File: config.mk
export PLATFORM = sky130hd
export DESIGN_NAME = mpbm_ram
export DESIGN_NICKNAME = d
export VERILOG_FILES = /design/src/hdl/mpbm_ram.sv
export SDC_FILE = /design/constraint.sdc
export NUM_CORES = 2
export LEC_CHECK = 0
export CAP_MARGIN = 20
export CORE_MARGIN = 8
export CORE_UTILIZATION = 25
export CTS_BUF_LIST = sky130_fd_sc_hd__clkbuf_16
export CTS_CLUSTER_DIAMETER = 200
export DETAILED_ROUTE_END_ITERATION = 10
export DONT_BUFFER_PORTS = 1
export SYNTH_ARGS = -nofsm -noshare
export SYNTH_HDL_FRONTEND = slang
export SYNTH_SLANG_ARGS = --single-unit
export TNS_END_PERCENT = 5
File: constraint.sdc
create_clock -name clk -period 2.9 [get_ports clk]
set_input_delay 0.435 -clock clk [delete_from_list [all_inputs] [get_ports clk]]
set_output_delay 0.435 -clock clk [all_outputs]
set_load 0.05 [all_outputs]
File: src/hdl/mpbm_ram.sv
// generic single-write, single-read ram with registered read data
module mpbm_ram #(
	parameter int Width = 8,
	parameter int Depth = 256
) (
	input  logic                     clk,
	input  logic                     we,
	input  logic [$clog2(Depth)-1:0] waddr,
	input  logic [Width-1:0]         wdata,
	input  logic [$clog2(Depth)-1:0] raddr,
	output logic [Width-1:0]         rdata
);

	logic [Width-1:0] mem [Depth];

	always_ff @(posedge clk) begin
		if (we) begin
			mem[waddr] <= wdata;
		end
		rdata <= mem[raddr];
	end

endmodule

== Word-level counts from Yosys, hierarchy flattened ==
Memories as Yosys holds them, arrays and structs flattened. A register that Yosys moved wholly into a read port is not among the register bits.
Index checks and enable logic that the tools add are counted.
Storage, ports and cells
  memory bits (writable): 2048
  memories kept: 1
  bits of input ports: 26
  register bits: 0
Memory list
  mem: words 256, width 8, read ports 1, clocked after Yosys merged registers in 1, wr ports 1, RTL line 14  | logic [Width-1:0] mem [Depth];
Cells by class
  mux-type cells: 2
Operators by type and width (number)
  $mux 1: 2

== Longest topological paths before layout ==
  depth in word-level cells: 2
  gate-level depth with buffers: 11
  gate-level depth less buffers: 6

== Worst setup path after synthesis ==
Ideal clock, no wire load.
  path type: input-to-reg
  start point: input port raddr[0]
  end point: register rdata[2], read port of mem
  required time: 2769 ps
  library setup time: 131 ps
  path buffers: 4
  path slack: 527 ps
  arrival: 2242 ps
  stages on the path: 9
  path through: buf_6 -> buf_12 -> buf_8 -> buf_2 -> mux4_2 -> a22oi_1 -> a21oi_1 -> nor4_1 -> nor4_2
RTL lines
  from (decl): RTL line 10  | input logic [$clog2(Depth)-1:0] raddr,
  to (decl): RTL line 11  | output logic [Width-1:0] rdata

==> summary.txt <==
Logic synthesis
  – Share of synthesized area occupied by flip-flops and latches: 77.5%
  – Asr flop ratio synth: 0%
  – Library cell with the largest summed area after synthesis: edfxtp_1
  – Number of warnings printed during yosys synthesis: 0
  – Gate Count Post-Synth: 3733
  – Mapped Nets: 3759
  – Average cell area after synthesis: 21.3 sq um
  – Post-synth design cell area: 79600 sq um
  – Post-synth cell types: 55
  – Area share of the largest cell type after synthesis: 77.3%
  – Count of flip-flops with a built-in enable after synthesis: 2048
  – Primary FF master, synth: edfxtp_1
  – Top area cells in the synthesized netlist: edfxtp_1 77%, mux4_2 13%, mux2i_1 1.7%
  – Synthesis-stage register bit count: a little over 2000

Floorplan
  – Die outline height: roughly 580 um
  – Core footprint: 317000 sq um
  – Die footprint: 337000 sq um
  – Initial cell density of the core: 25.1%
  – Die Width: between 500 and 600 um
  – Boundary pin count: 34
  – Rows: 207

Worst setup path
  – Required time reported for the critical path endpoint: 3.60 ns
  – Largest fanout on the critical path: 1
  – Kind of capture point of the worst setup path: flip-flop
  – Nature of the critical path startpoint: flip-flop
  – Critical path, cell by cell: mux4_2 -> mux4_2 -> nor2b_1 -> nor4_1 -> buf_12 -> nor4_2
  – Arrival time of the worst setup path: 3.60 ns
  – CP Class: flip-flop to flip-flop
  – Cell type with the highest occurrence count on the critical path: mux4_2
  – Slowest Stage Delay on Critical Path: 0.94 ns
  – Standard cell with the maximum stage delay on the critical path: nor4_1

STA
  – Number of pins with negative max-slew slack in the final report: 0
  – Worst relative slew slack: 6.50%
  – Minimum setup slack in the final design: 0.00526 ns
  – Setup TNS: 0 ns
  – Final hold violation count: 199
  – Period minus WS final: 2.89 ns
  – Ratio of final minimum period to clock period: 99.8%
  – Fin Hold WS: -0.271 ns
  – Setup repair after global routing missed its margin: yes
  – Measured slew at the worst slew-check pin: 1.40 ns
  – Clock Skew: 0.0329 ns
  – Max Fclk: ~350 MHz
  – Count of endpoints failing setup in the final report: 0

Power
  – Switching Share: between 20% and 30%
  – Maximum ir drop on the vdd rail: approximately 0.65 mV
  – P_leak: 29.2 nW
  – Sequential power share: 53.8%
  – Clock network fraction of total power: 41.9%
  – Switch Pwr: 12.7 mW
  – Pwr/cell area: 652 nW/um^2
  – Total power consumption of the routed design: ~61 mW
  – Combinational cell fraction of total power: ~4.3%
  – Design internal power: roughly 49 mW

Clocking
  – Buffers inserted during post-CTS setup optimization: 0
  – Clock tree from TritonCTS: built
  – Maximum level of the CTS H-tree: 4
  – CTS clock-pin slew for the worst setup and hold paths: 0.06 ns
  – Latest clock arrival within the worst-skew pair: 0.84 ns
  – Clk Tree Root Cell: clkbuf_16
  – Maximum clock insertion buffer count: 3
  – # clock sinks: 2056
  – Clock buffers created by TritonCTS: just under 200

Global routing
  – Remaining global-route overflow: 0
  – Wire length of the first global-routing pass: just under 300 mm
  – Number of global-route vias before repair: 40250
  – Global routing usage summed across all routing layers: 11.5%
  – Initial antenna violation count: 14
  – Pin count of the biggest net entering global routing: 579

Place
  – Post-detailed-placement half-perimeter wirelength: 113 mm
  – Number of buffers added on ports: 0
  – Final weighted congestion in routability-driven placement: approximately 0.8
  – Pre-CTS WS: -0.503 ns

Routing
  – Number of vias after detailed routing: roughly 40000
  – Total wire length: about 210 mm
  – Vias per cell: 4.67
  – Post-route antenna net violation count: 0
  – Initial DRT Pass Iterations: 5
  – DR iter-0 viols: 4679
  – Count of unresolved DRC violations after routing: 0
  – WL per Instance: ~24 um

Hold path
  – Worst hold path type: primary input to flip-flop

Final layout
  – Final net count: 4184
  – Fraction of layout cells with a size suffix above 1: 28.0%
  – Area added between synthesis and finish: 18.1%

Outcome
  – Failing checks: hold timing
  – Outcome: finished, violations left

Run
  – Total of max-cap violations: 0
[flip-flops by register name, indices dropped and copies added, names as in the netlist]
name / count
mem: 2048
rdata: 8
[power groups by stage]
| stage | clock [mW] | combinational (mW) | sequential (mW) |
|---|---|---|---|
| 6_report | 25.7 | 2.62 | 32.9 |
| 5_1_grt | 27.2 | 2.74 | 32.9 |
| 4_1_cts | 26.2 | 2.17 | 32.9 |
| 3_5_place_dp | 0 | 1.95 | 33.6 |
| 3_3_place_gp | 0 | 1.95 | 33.6 |
| 2_1_floorplan | 0 | 1.59 | 33.5 |
[metrics by stage]
step	utilization, %	area, sq um	instances
3_3_place_gp	27.3	86700	8106
6_report	29.6	93900	8507
5_1_grt	29.6	93900	8504
4_1_cts	29.4	93400	8480
2_1_floorplan	-	79600	3733
3_5_place_dp	27.3	86700	8109
[critical path, delay by kind of cell (launching register included)]
family	cells	cell delay [ns]
mux	2	1.01
simple gates	3	1.15
buf+inv	1	0.21
flops	1	0.38
[cell usage after synthesis (5+ instances only)]
master    count
o221ai_1     46
a21oi_1      96
buf_4        27
dfxtp_1       8
mux2i_1     134
buf_8        13
nor4_1       24
nor2b_1      31
nand2_1      33
o211ai_1     10
mux4_2      454
a22o_1        8
buf_6        21
nor3_1       22
nand2b_1      8
o22ai_1      28
a22oi_1     133
nand4_1      10
o22a_1        5
nand3_1      34
a221oi_1     13
buf_12        8
buf_2        31
o21ai_0      10
and2_1        6
a211oi_1     16
clkbuf_1    111
edfxtp_1   2048
nor2_1      282
buf_1        22
[routing by layer]
| layer | routed length, um | track usage (%) |
|---|---|---|
| met3 | 15500 | 2.20 |
| met5 | 0 | 0 |
| met2 | 101000 | 19.4 |
| met4 | 5130 | 3.06 |
| met1 | 84600 | 15.3 |
[final timing paths]
check	from	to	slack, ns	cells after the start
min	wdata[3]	mem[46][3]$_DFFE_PP_	-0.27	0
max reg2reg	mem[71][2]$_DFFE_PP_	rdata[2]$_DFF_P_	0.005	6
min reg2reg	mem[40][3]$_DFFE_PP_	rdata[3]$_DFF_P_	1.07	7
max	mem[71][2]$_DFFE_PP_	rdata[2]$_DFF_P_	0.005	6
[kinds of logic after synthesis]
group	count (synthesis)	share of synthesized area [%]
buffers and inverters	235	1.83
AO/OA/AOI/OAI	385	3.42
flip-flops	2056	77.5
multiplexers	591	14.6
AND/OR/NAND/NOR	466	2.63
[timing repair]
action                     4_1_cts  5_1_grt
resized for setup                1       12
setup endpoints to repair        1        8
gates cloned                     0        5
hold buffers                     6       14
hold endpoints to repair      1733      705
[cell type report]
class / count / area, sq um
Inverter: 2 / 7.51
Timing Repair Buffer: 457 / 4000
Sequential cell: 2056 / 61700
Antenna cell: 5 / 12.5
Clock inverter: 165 / 1460
Multi-Input combinational cell: 1442 / 16600
Tap cell: 4180 / 5230
Clock buffer: 200 / 5000
Fill cell: 30476 / 223000
[cells in the final DEF (no fill, tap or decap), types with 9 or more instances in the layout]
master / Yosys / routed
a211oi_1: 16 / 16
a21oi_1: 96 / 96
a221oi_1: 13 / 12
a22oi_1: 133 / 133
buf_12: 8 / 14
buf_16: 0 / 15
buf_4: 27 / 415
bufinv_16: 0 / 24
clkbuf_16: 0 / 205
clkinv_1: 1 / 52
clkinv_2: 0 / 26
edfxtp_1: 2048 / 2048
inv_1: 1 / 47
inv_6: 0 / 9
mux2i_1: 134 / 133
mux4_2: 454 / 454
nand2_1: 33 / 33
nand3_1: 34 / 34
nand4_1: 10 / 10
nor2_1: 282 / 279
nor2b_1: 31 / 28
nor3_1: 22 / 17
nor4_1: 24 / 19
o211ai_1: 10 / 10
o21ai_0: 10 / 10
o221ai_1: 46 / 45
o22ai_1: 28 / 28
Power figures use the tool's default switching activity.
